File: config.mk
export PLATFORM = sky130hd
export DESIGN_NAME = compressed_frame_checker_top
export DESIGN_NICKNAME = d
export VERILOG_FILES = /design/src/hw/rtl/cfc_pkg.sv /design/src/hw/rtl/cfc_regs.sv /design/src/hw/rtl/cfc_bound.sv /design/src/hw/rtl/cfc_core.sv /design/src/hw/rtl/compressed_frame_checker_top.sv
export SDC_FILE = /design/constraint.sdc
export NUM_CORES = 1
export LEC_CHECK = 0
export BUFFER_PORTS_ARGS = -buffer_cell sky130_fd_sc_hd__buf_2
export CORE_UTILIZATION = 35
export DETAILED_ROUTE_END_ITERATION = 8
export SYNTH_ARGS = -nofsm -noshare
export SYNTH_HDL_FRONTEND = slang
export SYNTH_SLANG_ARGS = --single-unit
File: constraint.sdc
create_clock -name i_clk -period 10 [get_ports i_clk]
set_input_delay 0.5 -clock i_clk [delete_from_list [all_inputs] [get_ports i_clk]]
set_output_delay 0.5 -clock i_clk [all_outputs]
set_load 0.005 [all_outputs]
File: src/hw/rtl/cfc_pkg.sv
package cfc_pkg;

    localparam int HEADER_BYTES_DEF = 24;

    localparam logic [31:0] CRC_POLY     = 32'hEDB88320;
    localparam logic [31:0] ALL_ONES     = 32'hFFFFFFFF;
    localparam logic [7:0]  FRAME_FLAGS  = 8'h03;
    localparam logic [7:0]  FRAME_VER    = 8'h01;

    localparam logic [7:0]  LEVEL_RESET  = 8'd9;
    localparam logic [31:0] LIMIT_RESET  = 32'h7E000000;

    // register index taken from paddr[2]
    localparam logic REG_LEVEL = 1'b0;
    localparam logic REG_LIMIT = 1'b1;

    localparam int BOUND_W = 34;

    typedef enum logic [2:0] {
        ST_OK       = 3'd0,
        ST_TRUNC    = 3'd1,
        ST_MAGIC    = 3'd2,
        ST_FORMAT   = 3'd3,
        ST_MISMATCH = 3'd4,
        ST_LARGE    = 3'd5,
        ST_LENGTH   = 3'd6,
        ST_CRC      = 3'd7
    } t_status;

    typedef struct packed {
        logic [7:0]  level;
        logic [31:0] limit;
    } t_cfg;

    function automatic logic [7:0] magic_byte(input logic [1:0] idx);
        logic [7:0] m;
        case (idx)
            2'd0:    m = 8'h48;
            2'd1:    m = 8'h5A;
            2'd2:    m = 8'h34;
            default: m = 8'h31;
        endcase
        return m;
    endfunction

    // reflected CRC-32, one byte
    function automatic logic [31:0] crc32_byte(input logic [31:0] crc_in,
                                               input logic [7:0]  b);
        logic [31:0] c;
        c = crc_in ^ {24'b0, b};
        for (int k = 0; k < 8; k++) begin
            c = c[0] ? ((c >> 1) ^ CRC_POLY) : (c >> 1);
        end
        return c;
    endfunction

endpackage

File: src/hw/rtl/cfc_regs.sv
module cfc_regs (
    input  logic              i_clk,
    input  logic              i_rst_n,
    input  logic              i_psel,
    input  logic              i_penable,
    input  logic              i_pwrite,
    input  logic [2:0]        i_paddr,
    input  logic [31:0]       i_pwdata,
    output logic [31:0]       o_prdata,
    output logic              o_pready,
    output cfc_pkg::t_cfg     o_cfg
);
    import cfc_pkg::*;

    logic [7:0]  r_level;
    logic [31:0] r_limit;
    logic        wr_en;

    assign wr_en    = i_psel & i_penable & i_pwrite;
    assign o_pready = 1'b1;

    always_ff @(posedge i_clk) begin
        if (!i_rst_n) begin
            r_level <= LEVEL_RESET;
            r_limit <= LIMIT_RESET;
        end else if (wr_en) begin
            if (i_paddr[2] == REG_LEVEL) begin
                r_level <= i_pwdata[7:0];
            end else begin
                r_limit <= i_pwdata;
            end
        end
    end

    assign o_prdata = (i_paddr[2] == REG_LIMIT) ? r_limit : {24'b0, r_level};

    assign o_cfg.level = r_level;
    assign o_cfg.limit = r_limit;

endmodule

File: src/hw/rtl/cfc_bound.sv
// Length bound decl + decl/255 + 16, two register stages behind the declared
// size. The size word is complete long before the header ends.
module cfc_bound (
    input  logic                         i_clk,
    input  logic [31:0]                  i_decl,
    output logic [cfc_pkg::BOUND_W-1:0]  o_bound
);
    import cfc_pkg::*;

    localparam logic [31:0] RECIP_255 = 32'h80808081;

    logic [63:0]        r_prod;
    logic [31:0]        r_decl_d;
    logic [BOUND_W-1:0] r_bound;

    always_ff @(posedge i_clk) begin
        r_prod   <= {32'b0, i_decl} * {32'b0, RECIP_255};
        r_decl_d <= i_decl;
        // floor(x/255) == (x * 0x80808081) >> 39 for every 32-bit x
        r_bound  <= BOUND_W'(r_decl_d) + BOUND_W'(r_prod[63:39]) + BOUND_W'(16);
    end

    assign o_bound = r_bound;

endmodule

File: src/hw/rtl/cfc_core.sv
module cfc_core #(
    parameter int HEADER_BYTES = cfc_pkg::HEADER_BYTES_DEF
) (
    input  logic                         i_clk,
    input  logic                         i_rst_n,
    input  cfc_pkg::t_cfg                i_cfg,
    input  logic [cfc_pkg::BOUND_W-1:0]  i_bound,
    output logic [31:0]                  o_decl,
    input  logic                         i_in_valid,
    output logic                         o_in_ready,
    input  logic [7:0]                   i_in_byte,
    input  logic                         i_in_last,
    input  logic [31:0]                  i_in_expect,
    output logic                         o_out_valid,
    input  logic                         i_out_ready,
    output logic [7:0]                   o_out_byte,
    output logic                         o_out_bvalid,
    output logic                         o_out_end,
    output logic [2:0]                   o_out_status,
    output logic [31:0]                  o_out_decl,
    output logic [31:0]                  o_out_ocrc
);
    import cfc_pkg::*;

    localparam int          CW        = $clog2(HEADER_BYTES + 1);
    localparam logic [CW-1:0] CNT_END = CW'(HEADER_BYTES);
    localparam logic [7:0]  HDR_SIZE_BYTE = 8'(HEADER_BYTES);

    function automatic t_status latch_err(input t_status cur, input t_status code);
        return (cur == ST_OK) ? code : cur;
    endfunction

    // input stage
    logic        r_in_valid;
    logic [7:0]  r_in_byte;
    logic        r_in_last;
    logic [31:0] r_in_expect;

    // frame state
    logic [CW-1:0] r_hdr_cnt;
    t_status       r_err;
    logic [31:0]   r_want;
    logic [31:0]   r_decl;
    logic [31:0]   r_comp;
    logic [31:0]   r_body_cnt;
    logic [31:0]   r_crc;
    logic [31:0]   r_body_crc;
    logic [31:0]   r_out_crc;

    // result stage
    logic        r_out_valid;
    logic [7:0]  r_out_byte;
    logic        r_out_bvalid;
    logic        r_out_end;
    logic [2:0]  r_out_status;
    logic [31:0] r_out_decl;
    logic [31:0] r_out_ocrc;

    logic out_free;
    logic adv;

    logic [CW-1:0] n_hdr_cnt;
    t_status       n_err;
    logic [31:0]   n_want;
    logic [31:0]   n_decl;
    logic [31:0]   n_comp;
    logic [31:0]   n_body_cnt;
    logic [31:0]   n_crc;
    logic [31:0]   n_body_crc;
    logic [31:0]   n_out_crc;
    t_status       c_status;
    logic          c_bvalid;
    logic          c_produce;
    logic [CW-1:0] pos;
    logic [7:0]    lane_val;

    assign out_free   = !r_out_valid || i_out_ready;
    assign adv        = r_in_valid && out_free;
    assign o_in_ready = !r_in_valid || out_free;

    always_ff @(posedge i_clk) begin
        if (!i_rst_n) begin
            r_in_valid <= 1'b0;
        end else if (o_in_ready) begin
            r_in_valid <= i_in_valid;
        end
    end

    always_ff @(posedge i_clk) begin
        if (o_in_ready && i_in_valid) begin
            r_in_byte   <= i_in_byte;
            r_in_last   <= i_in_last;
            r_in_expect <= i_in_expect;
        end
    end

    always_comb begin
        // frame start clears everything and samples the expected size
        if (r_hdr_cnt == '0) begin
            n_err      = ST_OK;
            n_want     = r_in_expect;
            n_decl     = '0;
            n_comp     = '0;
            n_body_cnt = '0;
            n_crc      = ALL_ONES;
            n_body_crc = '0;
            n_out_crc  = '0;
        end else begin
            n_err      = r_err;
            n_want     = r_want;
            n_decl     = r_decl;
            n_comp     = r_comp;
            n_body_cnt = r_body_cnt;
            n_crc      = r_crc;
            n_body_crc = r_body_crc;
            n_out_crc  = r_out_crc;
        end
        pos       = r_hdr_cnt;
        n_hdr_cnt = r_hdr_cnt;
        c_bvalid  = 1'b0;
        lane_val  = r_in_byte;

        if (r_hdr_cnt < CNT_END) begin
            if (pos < CW'(4)) begin
                if (r_in_byte != magic_byte(pos[1:0])) n_err = latch_err(n_err, ST_MAGIC);
            end else if (pos == CW'(4)) begin
                if (r_in_byte != FRAME_VER) n_err = latch_err(n_err, ST_FORMAT);
            end else if (pos == CW'(5)) begin
                if (r_in_byte != i_cfg.level) n_err = latch_err(n_err, ST_FORMAT);
            end else if (pos == CW'(6)) begin
                if (r_in_byte != FRAME_FLAGS) n_err = latch_err(n_err, ST_FORMAT);
            end else if (pos == CW'(7)) begin
                if (r_in_byte != HDR_SIZE_BYTE) n_err = latch_err(n_err, ST_FORMAT);
            end else if (pos < CW'(24)) begin
                // little-endian words: declared, compressed, output crc, body crc
                case (pos[4:2])
                    3'd2:    n_decl[pos[1:0]*8 +: 8]     = lane_val;
                    3'd3:    n_comp[pos[1:0]*8 +: 8]     = lane_val;
                    3'd4:    n_out_crc[pos[1:0]*8 +: 8]  = lane_val;
                    default: n_body_crc[pos[1:0]*8 +: 8] = lane_val;
                endcase
            end
            n_hdr_cnt = r_hdr_cnt + CW'(1);
            if (n_hdr_cnt == CNT_END) begin
                if (n_decl != n_want)      n_err = latch_err(n_err, ST_MISMATCH);
                if (n_decl > i_cfg.limit)  n_err = latch_err(n_err, ST_LARGE);
                if (n_comp == '0 || BOUND_W'(n_comp) > i_bound) begin
                    n_err = latch_err(n_err, ST_LENGTH);
                end
            end
        end else begin
            if (n_body_cnt >= n_comp) n_err = latch_err(n_err, ST_LENGTH);
            if (n_body_cnt != ALL_ONES) n_body_cnt = n_body_cnt + 32'd1;
            n_crc    = crc32_byte(n_crc, r_in_byte);
            c_bvalid = (n_err == ST_OK);
        end

        c_status = n_err;
        if (r_in_last) begin
            if (n_hdr_cnt < CNT_END) begin
                c_status = ST_TRUNC;
            end else begin
                if (n_body_cnt != n_comp) n_err = latch_err(n_err, ST_LENGTH);
                if ((n_crc ^ ALL_ONES) != n_body_crc) n_err = latch_err(n_err, ST_CRC);
                c_status = n_err;
            end
            n_hdr_cnt = '0;
        end
        c_produce = c_bvalid || r_in_last;
    end

    always_ff @(posedge i_clk) begin
        if (!i_rst_n) begin
            r_hdr_cnt <= '0;
            r_err     <= ST_OK;
        end else if (adv) begin
            r_hdr_cnt <= n_hdr_cnt;
            r_err     <= n_err;
        end
    end

    always_ff @(posedge i_clk) begin
        if (adv) begin
            r_want     <= n_want;
            r_decl     <= n_decl;
            r_comp     <= n_comp;
            r_body_cnt <= n_body_cnt;
            r_crc      <= n_crc;
            r_body_crc <= n_body_crc;
            r_out_crc  <= n_out_crc;
        end
    end

    always_ff @(posedge i_clk) begin
        if (!i_rst_n) begin
            r_out_valid <= 1'b0;
        end else if (adv) begin
            r_out_valid <= c_produce;
        end else if (i_out_ready) begin
            r_out_valid <= 1'b0;
        end
    end

    always_ff @(posedge i_clk) begin
        if (adv && c_produce) begin
            r_out_byte   <= c_bvalid ? r_in_byte : 8'd0;
            r_out_bvalid <= c_bvalid;
            r_out_end    <= r_in_last;
            r_out_status <= c_status;
            r_out_decl   <= r_in_last ? n_decl : 32'd0;
            r_out_ocrc   <= r_in_last ? n_out_crc : 32'd0;
        end
    end

    assign o_decl       = r_decl;
    assign o_out_valid  = r_out_valid;
    assign o_out_byte   = r_out_byte;
    assign o_out_bvalid = r_out_bvalid;
    assign o_out_end    = r_out_end;
    assign o_out_status = r_out_status;
    assign o_out_decl   = r_out_decl;
    assign o_out_ocrc   = r_out_ocrc;

endmodule

File: src/hw/rtl/compressed_frame_checker_top.sv
// A result passes the input register, then the result register, to the master side.
// Throughput: one byte per cycle unless the master side stalls, also for bytes that
// produce no result (header bytes, dropped body bytes); the CRC and header checks of
// a byte finish in the single stage between the two registers.
// Reset (synchronous, active low) empties both stages, restarts frame parsing and
// returns compression_level to 9 and size_limit to 0x7E000000.
module compressed_frame_checker_top #(
    parameter int HEADER_BYTES = cfc_pkg::HEADER_BYTES_DEF
) (
    input  logic        i_clk,
    input  logic        i_rst_n,
    input  logic        s_axis_tvalid,
    output logic        s_axis_tready,
    // [7:0] data_byte, [39:8] target_size
    input  logic [39:0] s_axis_tdata,
    input  logic        s_axis_tlast,
    output logic        m_axis_tvalid,
    input  logic        m_axis_tready,
    // [7:0] body_byte, [10:8] status, [42:11] stated_size, [74:43] output_crc,
    // [79:75] zero
    output logic [79:0] m_axis_tdata,
    output logic        m_axis_tlast,
    // [0] byte_valid
    output logic        m_axis_tuser,
    input  logic        psel,
    input  logic        penable,
    input  logic        pwrite,
    input  logic [2:0]  paddr,
    input  logic [31:0] pwdata,
    output logic [31:0] prdata,
    output logic        pready
);
    import cfc_pkg::*;

    t_cfg               cfg;
    logic [BOUND_W-1:0] bound;
    logic [31:0]        decl;
    logic [7:0]         out_byte;
    logic [2:0]         out_status;
    logic [31:0]        out_decl;
    logic [31:0]        out_ocrc;

    cfc_regs u_regs (
        .i_clk     (i_clk),
        .i_rst_n   (i_rst_n),
        .i_psel    (psel),
        .i_penable (penable),
        .i_pwrite  (pwrite),
        .i_paddr   (paddr),
        .i_pwdata  (pwdata),
        .o_prdata  (prdata),
        .o_pready  (pready),
        .o_cfg     (cfg)
    );

    cfc_bound u_bound (
        .i_clk   (i_clk),
        .i_decl  (decl),
        .o_bound (bound)
    );

    cfc_core #(
        .HEADER_BYTES (HEADER_BYTES)
    ) u_core (
        .i_clk        (i_clk),
        .i_rst_n      (i_rst_n),
        .i_cfg        (cfg),
        .i_bound      (bound),
        .o_decl       (decl),
        .i_in_valid   (s_axis_tvalid),
        .o_in_ready   (s_axis_tready),
        .i_in_byte    (s_axis_tdata[7:0]),
        .i_in_last    (s_axis_tlast),
        .i_in_expect  (s_axis_tdata[39:8]),
        .o_out_valid  (m_axis_tvalid),
        .i_out_ready  (m_axis_tready),
        .o_out_byte   (out_byte),
        .o_out_bvalid (m_axis_tuser),
        .o_out_end    (m_axis_tlast),
        .o_out_status (out_status),
        .o_out_decl   (out_decl),
        .o_out_ocrc   (out_ocrc)
    );

    assign m_axis_tdata = {5'b0, out_ocrc, out_decl, out_status, out_byte};

endmodule

==> results of run 1 <==
[cells in the final DEF (no fill, tap or decap), types with 61 or more instances in the layout]
cell type and count:
a21o_1 63, o21ai_0 234, xor2_1 79, nand4_1 61
nor2_1 150, dfxtp_1 141, xnor2_1 163, a21oi_1 105
nand2_1 386, and2_1 104, buf_2 191, nand3_1 137
ha_1 395, inv_1 262, edfxtp_1 342
[worst register-to-register path: cells and delay by family (launching register included)]
family / cells / cell delay [ps]
AOI/OAI and AO/OA: 6 / 1190
adders and majority gates: 2 / 800
buffers and inverters: 3 / 1280
DFF: 1 / 1040
and+or+nand+nor: 5 / 2630
[cell families (layout without fill, tap and decap cells)]
family | Yosys count | in the layout | synth area share
AND/OR/NAND/NOR | 1076 | 1076 | 0.165
AO/OA/AOI/OAI | 633 | 633 | 0.121
flip-flops | 483 | 483 | 0.396
adder cells (fa/ha/maj) | 443 | 443 | 0.178
buffers and inverters | 409 | 614 | 0.0478
XOR/XNOR | 262 | 262 | 0.0771
multiplexers | 46 | 46 | 0.0147
other | 2 | 11 | 0.000227
[repair_timing]
| action | 4_1_cts | 5_1_grt |
|---|---|---|
| buffers inserted | 0 | 0 |
| hold buffers | 2 | 0 |
| hold endpoints to repair | 2 | 0 |
[per-layer routing]
metal	share of wire	vias up	routed length (µm)
li1	-	12300	-
met4	0.039	10	3980
met3	0.078	168	7940
met1	0.44	12300	44500
met5	0.00068	-	69
met2	0.45	928	45600
[stage by stage]
stage,total power [µW],hold WS [ps]
after floorplan,3420,420
after global placement,3780,438
after detailed placement,3800,440
after CTS,5850,0.00872
after global routing,6110,23.6
final,5800,33.5
[registers in the layout (all words and copies together) (netlist names), 8 cells and up]
name / cells
u_core.r_comp: 32
u_core.o_out_decl: 32
u_bound.o_bound: 34
u_core.o_out_byte: 8
u_bound.r_prod: 32
u_core.r_in_expect: 32
u_core.o_decl: 32
u_core.r_body_cnt: 32
u_core.o_out_ocrc: 32
u_regs.r_level: 8
u_regs.r_limit: 32
u_core.r_out_crc: 32
u_core.r_want: 32
u_core.lane_val: 8
u_core.r_crc: 32
u_bound.r_decl_d: 25
u_core.r_body_crc: 32
[power by group through the flow]
stage                     clock, µW  sequential (µW)  combinational, µW
after floorplan                   0             2390               1020
after global placement            0             2420               1360
after detailed placement          0             2420               1380
after CTS                      2070             2380               1390
after global routing           2140             2390               1580
final                          2040             2380               1390
[worst min-delay path by stage]
stage | from | to | slack, ps | cells past startpoint
3_5_place_dp | u_bound.r_prod[39] | u_bound.o_bound[0] | 440 | 1
6_report | s_axis_tdata[8] | u_core.r_in_expect[0] | 30 | 1
4_1_cts | s_axis_tdata[3] | u_core.lane_val[3] | 0.009 | 1
5_1_grt | s_axis_tdata[8] | u_core.r_in_expect[0] | 20 | 1
2_1_floorplan | u_bound.r_prod[39] | u_bound.o_bound[0] | 420 | 1
3_3_place_gp | u_bound.r_prod[39] | u_bound.o_bound[0] | 440 | 1
[area by class of cell]
type                            count  area share
Multi-Input combinational cell   2467       0.494
Inverter                          264      0.0267
Clock inverter                     31     0.00868
Sequential cell                   483       0.351
Clock buffer                       69      0.0392
Antenna cell                        4    0.000268
Timing Repair Buffer              250      0.0383
Tap cell                         1254      0.0420
==> run metrics, run 1 <==
outcome completed; Synth area leader edfxtp_1; placement-stage worst setup slack roughly 2800 ps; VDD IR max 0.000136 V; Post-Route WL a little over 100 mm; Reg area between 10000 and 15000 µm²; power per cell area between 150 and 200 nW/µm²; Overflow after GRT 0; WP data arrival 7630 ps; ys async rst share 0; Worst Hold Class in2reg; RSZ-0062 raised after global routing no; Critical R2R Capture u_core.o_out_ocrc[22]; Clock transition at path regs about 70 ps; CP Max Fanout 158; drt drc 0; Die ar. 95800 µm²; CP max-delay cell dfxtp_1; DRT antenna net count 0; crit path to u_core.o_out_ocrc[22]; Via density 5.34; initial antenna violation count 10; slowest stage delay, CP about 1000 ps; startpoint types register; Non-Filler Instances between 4k and 5k; final design utilization 0.400; Placer Congestion between 0.9 and 1; CTS Root Cell clkbuf_16; Tcrit/Tclk final 0.732; Placed Cells 4716; fin area roughly 37000 µm²; leakage approximately 0.016 µW; Mapped Avg Cell Area between 9 and 10 µm²; CTS tree yes; CORE AREA 93500 µm²; post-synth top area share 0.310; number of synthesized flops with an enable pin 342; final-stage net count slightly above 4k; H-tree depth 2; Final Max Tran Viols 0; top post-synthesis cells by count 395 x ha_1, 386 x nand2_1, 342 x edfxtp_1; global-route track usage on met1 0.284; critical-path cell list inv_1 -> ha_1 -> or4b_4 -> buf_12 -> nand2_1 -> ha_1 -> o21a_1 -> o21ai_0 -> a21oi_1 -> o21ai_0 -> a21oi_1 -> o21a_1 -> nor2_1 -> nor2_1 -> nor2_4 -> buf_12; layout cells sized above 1 0.111; Worst Reg-to-Reg Cells 16; grt met3 use 0.0421; Post-Synthesis Cells roughly 3.4k; row cnt 112; Setup CP Type reg2reg; synth warn 0; switching power about 1800 µW; Routed WL per cell between 20 and 25 µm; endpoint class of the critical path register; mapped cell area 33100 µm²; Clock power frac 0.351; Max-Cap Viols 0; Setup TNS 0 ps; final worst setup slack about 2700 ps; Initial Utilization 0.354; Vert. Die Dim just over 300 µm; Required @ worst endpoint around 10000 ps; unique cell type count in the Yosys netlist 95; met2 Resource Use GR 0.333; DR vias ~26k; Resized cells post-CTS 0; DP Wirelength roughly 76 mm; Layout area overhead 12.9%; Area contributors post-synth edfxtp_1 31%, ha_1 15%, dfxtp_1 8.5%, nand2_1 4.4%, xnor2_1 4.3%; sequential element share of the synthesized area 0.396; count of buffers from port buffering around 190; first drt pass iteration count 6; clk buf depth 3; #FFs+latches synth around 480; Multi-input gate area about 18000 µm²; gr usage total 0.211; worst relative slew slack 0.255; Filler Cell Count ~9k; fmax 0.137 GHz; sw frac 0.304; ys flop type edfxtp_1; fin crit period 7320 ps; CTS sink count roughly 480; Seq pwr share 0.410; Layout Skew between 30 and 40 ps; TritonCTS Buffers 53; Fin. Hold Viols 0; combinational power share 0.239; gr busiest metal met2; Tightest Pin Transition ~1100 ps; crit-path leading delay family simple AND/OR/NAND/NOR gates; r2r startpoint u_core.pos[0]; vias in the first global route 24.8k; Worst path depth 16; DRT iter0 DRCs approximately 2.2k; Clock Latency Late Sink roughly 640 ps; DIE WIDTH roughly 310 µm; CP startpoint u_core.pos[0]; I/O pins 200; Post-DP Area roughly 36000 µm²; most common cell in the netlist ha_1; Buf/Inv on CP 3; Int Power approximately 4000 µW; maximum number of pins on one net before global-route repair between 150 and 200; first-pass GRT wire length 152 mm; flop-to-flop setup slack approximately 2700 ps; Final setup viols 0
(Power assumes the default switching activity.)
==> inputs of run 2 (changes only) <==
==> constraint.sdc (replaced) <==
create_clock -name i_clk -period 6.15 [get_ports i_clk]
set_input_delay 0.3075 -clock i_clk [delete_from_list [all_inputs] [get_ports i_clk]]
set_output_delay 0.3075 -clock i_clk [all_outputs]
set_load 0.005 [all_outputs]
==> run 2 against run 1 <==
Non-clock buffer count rose by 124. Fmax rose by 25%. First-iteration DRC count rose by 6.2%. Flip-flop and latch count did not move. Setup slack got worse by 2400 ps. Final area rose by 3.3%. Routed wire length rose by 0.79%. Hold slack improved by 180 ps. Die area did not move. Register-to-register slack got worse by 2400 ps. Clock skew fell by 5.1 ps. Critical path type unchanged. Critical endpoint is now u_core.o_out_status[0].
==> run metrics, run 2 (synthesis gave the netlist of run 1 again) <==
outcome completed; maximum number of pins on one net before global-route repair 88; layout cells sized above 1 0.121; Tcrit/Tclk final 0.951; final-stage net count approximately 4.2k; DRT antenna net count 0; clk buf depth 3; first-pass GRT wire length between 150 and 200 mm; count of buffers from port buffering about 190; CP Max Fanout 22; power per cell area around 250 nW/µm²; Fin. Hold Viols 0; H-tree depth 2; CTS sink count 483; Critical Path Most Common Cell buf_4; Layout Skew 34.4 ps; Vert. Die Dim between 300 and 400 µm; endpoint class of the critical path register; DIE WIDTH between 300 and 400 µm; flop-to-flop setup slack around 300 ps; Routed WL per cell around 21 µm; Worst path depth 21; Placer Congestion between 0.9 and 1; gr usage total 0.213; Layout area overhead 16.6%; RSZ-0062 raised after global routing no; crit-path leading delay family compound AO/OA/AOI/OAI gates; Overflow after GRT 0; vias in the first global route ~25k; Die ar. between 90000 and 100000 µm²; DP Wirelength 79.3 mm; CTS Root Cell clkbuf_16; Clock transition at path regs 70 ps; VDD IR max approximately 0.00021 V; Setup TNS 0 ps; I/O pins 200; Clock Latency Late Sink roughly 650 ps; Final Max Tran Viols 0; Buf/Inv on CP 4; fmax around 0.17 GHz; CP max-delay cell o21ai_0; Worst Reg-to-Reg Cells 21; Worst Hold Depth 5; first drt pass iteration count 7; commonest non-fill, non-tap cell in the layout ha_1; DRT iter0 DRCs around 2.3k; Via density ~5.3; Post-Route WL slightly above 100 mm; final design utilization 0.413; startpoint types register; most frequent cells in the layout 395 x ha_1, 386 x nand2_1, 342 x edfxtp_1; critical-path cell list inv_1 -> ha_1 -> buf_4 -> nor3b_1 -> buf_4 -> nand2_1 -> o21ai_0 -> ha_1 -> nand4_1 -> or3_1 -> nand4b_1 -> nand4_1 -> a21oi_1 -> a211oi_1 -> buf_4 -> a41o_1 -> o211a_1 -> nor2_1 -> nand3_1 -> o21bai_1 -> a21o_1; drt drc 0; Initial Utilization 0.354; worst relative slew slack 0.213; Tightest Pin Transition around 1200 ps; WP data arrival about 6300 ps; CTS tree yes; Setup CP Type reg2reg; initial antenna violation count 3; Final setup viols 0; Worst Hold Class in2reg; slowest stage delay, CP 690 ps; row cnt approximately 110; Max-Cap Viols 0; TritonCTS Buffers between 50 and 60; Post-CTS Setup Inserts 0; CORE AREA around 93000 µm²; max FFs per register 34; leakage around 0.017 µW; Required @ worst endpoint 6550 ps; fin crit period a little under 6000 ps; DR vias between 20k and 30k
## run 2: changes by cell type in the layout (fill, tap and decap cells not counted), moves of 4 or more
cell	previous run	this run
dlygate4sd3_1	2	75
buf_4	55	105
clkinv_1	6	12
clkinv_2	11	7
## run 2: worst register-to-register path, cell delays in order (launching register included)
cell	delay, ps
dfxtp_1	540
inv_1	150
ha_1	410
buf_4	250
nor3b_1	230
buf_4	260
nand2_1	360
o21ai_0	690
ha_1	250
nand4_1	140
or3_1	350
nand4b_1	230
nand4_1	130
a21oi_1	50
a211oi_1	470
buf_4	220
a41o_1	150
o211a_1	200
nor2_1	90
nand3_1	150
o21bai_1	80
a21o_1	200
## run 2: path summary, 6_finish.rpt
check | start | end
min | penable | u_regs.r_limit[6]
max | u_core.pos[1] | u_core.o_out_status[0]
min reg2reg | u_bound.r_prod[0] | u_bound.o_bound[0]
max reg2reg | u_core.pos[1] | u_core.o_out_status[0]
## run 2: final cells by class
| type | count | area, µm² |
|---|---|---|
| antenna | 4 | 10.0 |
| tap | 1254 | 1570 |
| multi-input combinational | 2467 | 18500 |
| fill | 9132 | 54900 |
| sequential | 483 | 13100 |
| inverter | 264 | 995 |
| timing repair buffer | 374 | 2550 |
| clock buffer | 67 | 1470 |
| clock inverter | 35 | 422 |
## run 2: metrics by stage
step | setup WS (ps) | cell area (µm²) | power [µW] | hold slack, ps | instances
global route | 68.5 | 38600 | 10200 | 264 | 4945
global placement | 324 | 35900 | 6190 | 452 | 4767
finish | 299 | 38600 | 9690 | 214 | 4948
floorplan | 54.9 | 33100 | 5550 | 406 | 3359
CTS | 264 | 38600 | 9750 | 182 | 4944
detailed placement | 339 | 35900 | 6220 | 451 | 4767
## run 2: repair_timing
action,in CTS,in global routing
hold endpoints to repair,83,0
endpoints found under the setup margin,0,4
gates resized for setup,0,1
hold buffers,75,0
## run 2: power breakdown
part	internal, µW	switching [µW]	leakage [µW]	total [µW]
sequential	3730	126	0.00435	3860
clock	2040	1450	0.000922	3490
combinational	980	1360	0.0112	2340
total	6760	2930	0.0165	9690
## run 2: per-layer routing
layer / vias up / part of all wire / track usage
met2: 931 / 0.44 / 0.334
met1: 12500 / 0.44 / 0.288
met3: 155 / 0.080 / 0.0467
met5: - / 0 / 0
met4: 0 / 0.036 / 0.0767
li1: 12600 / - / -
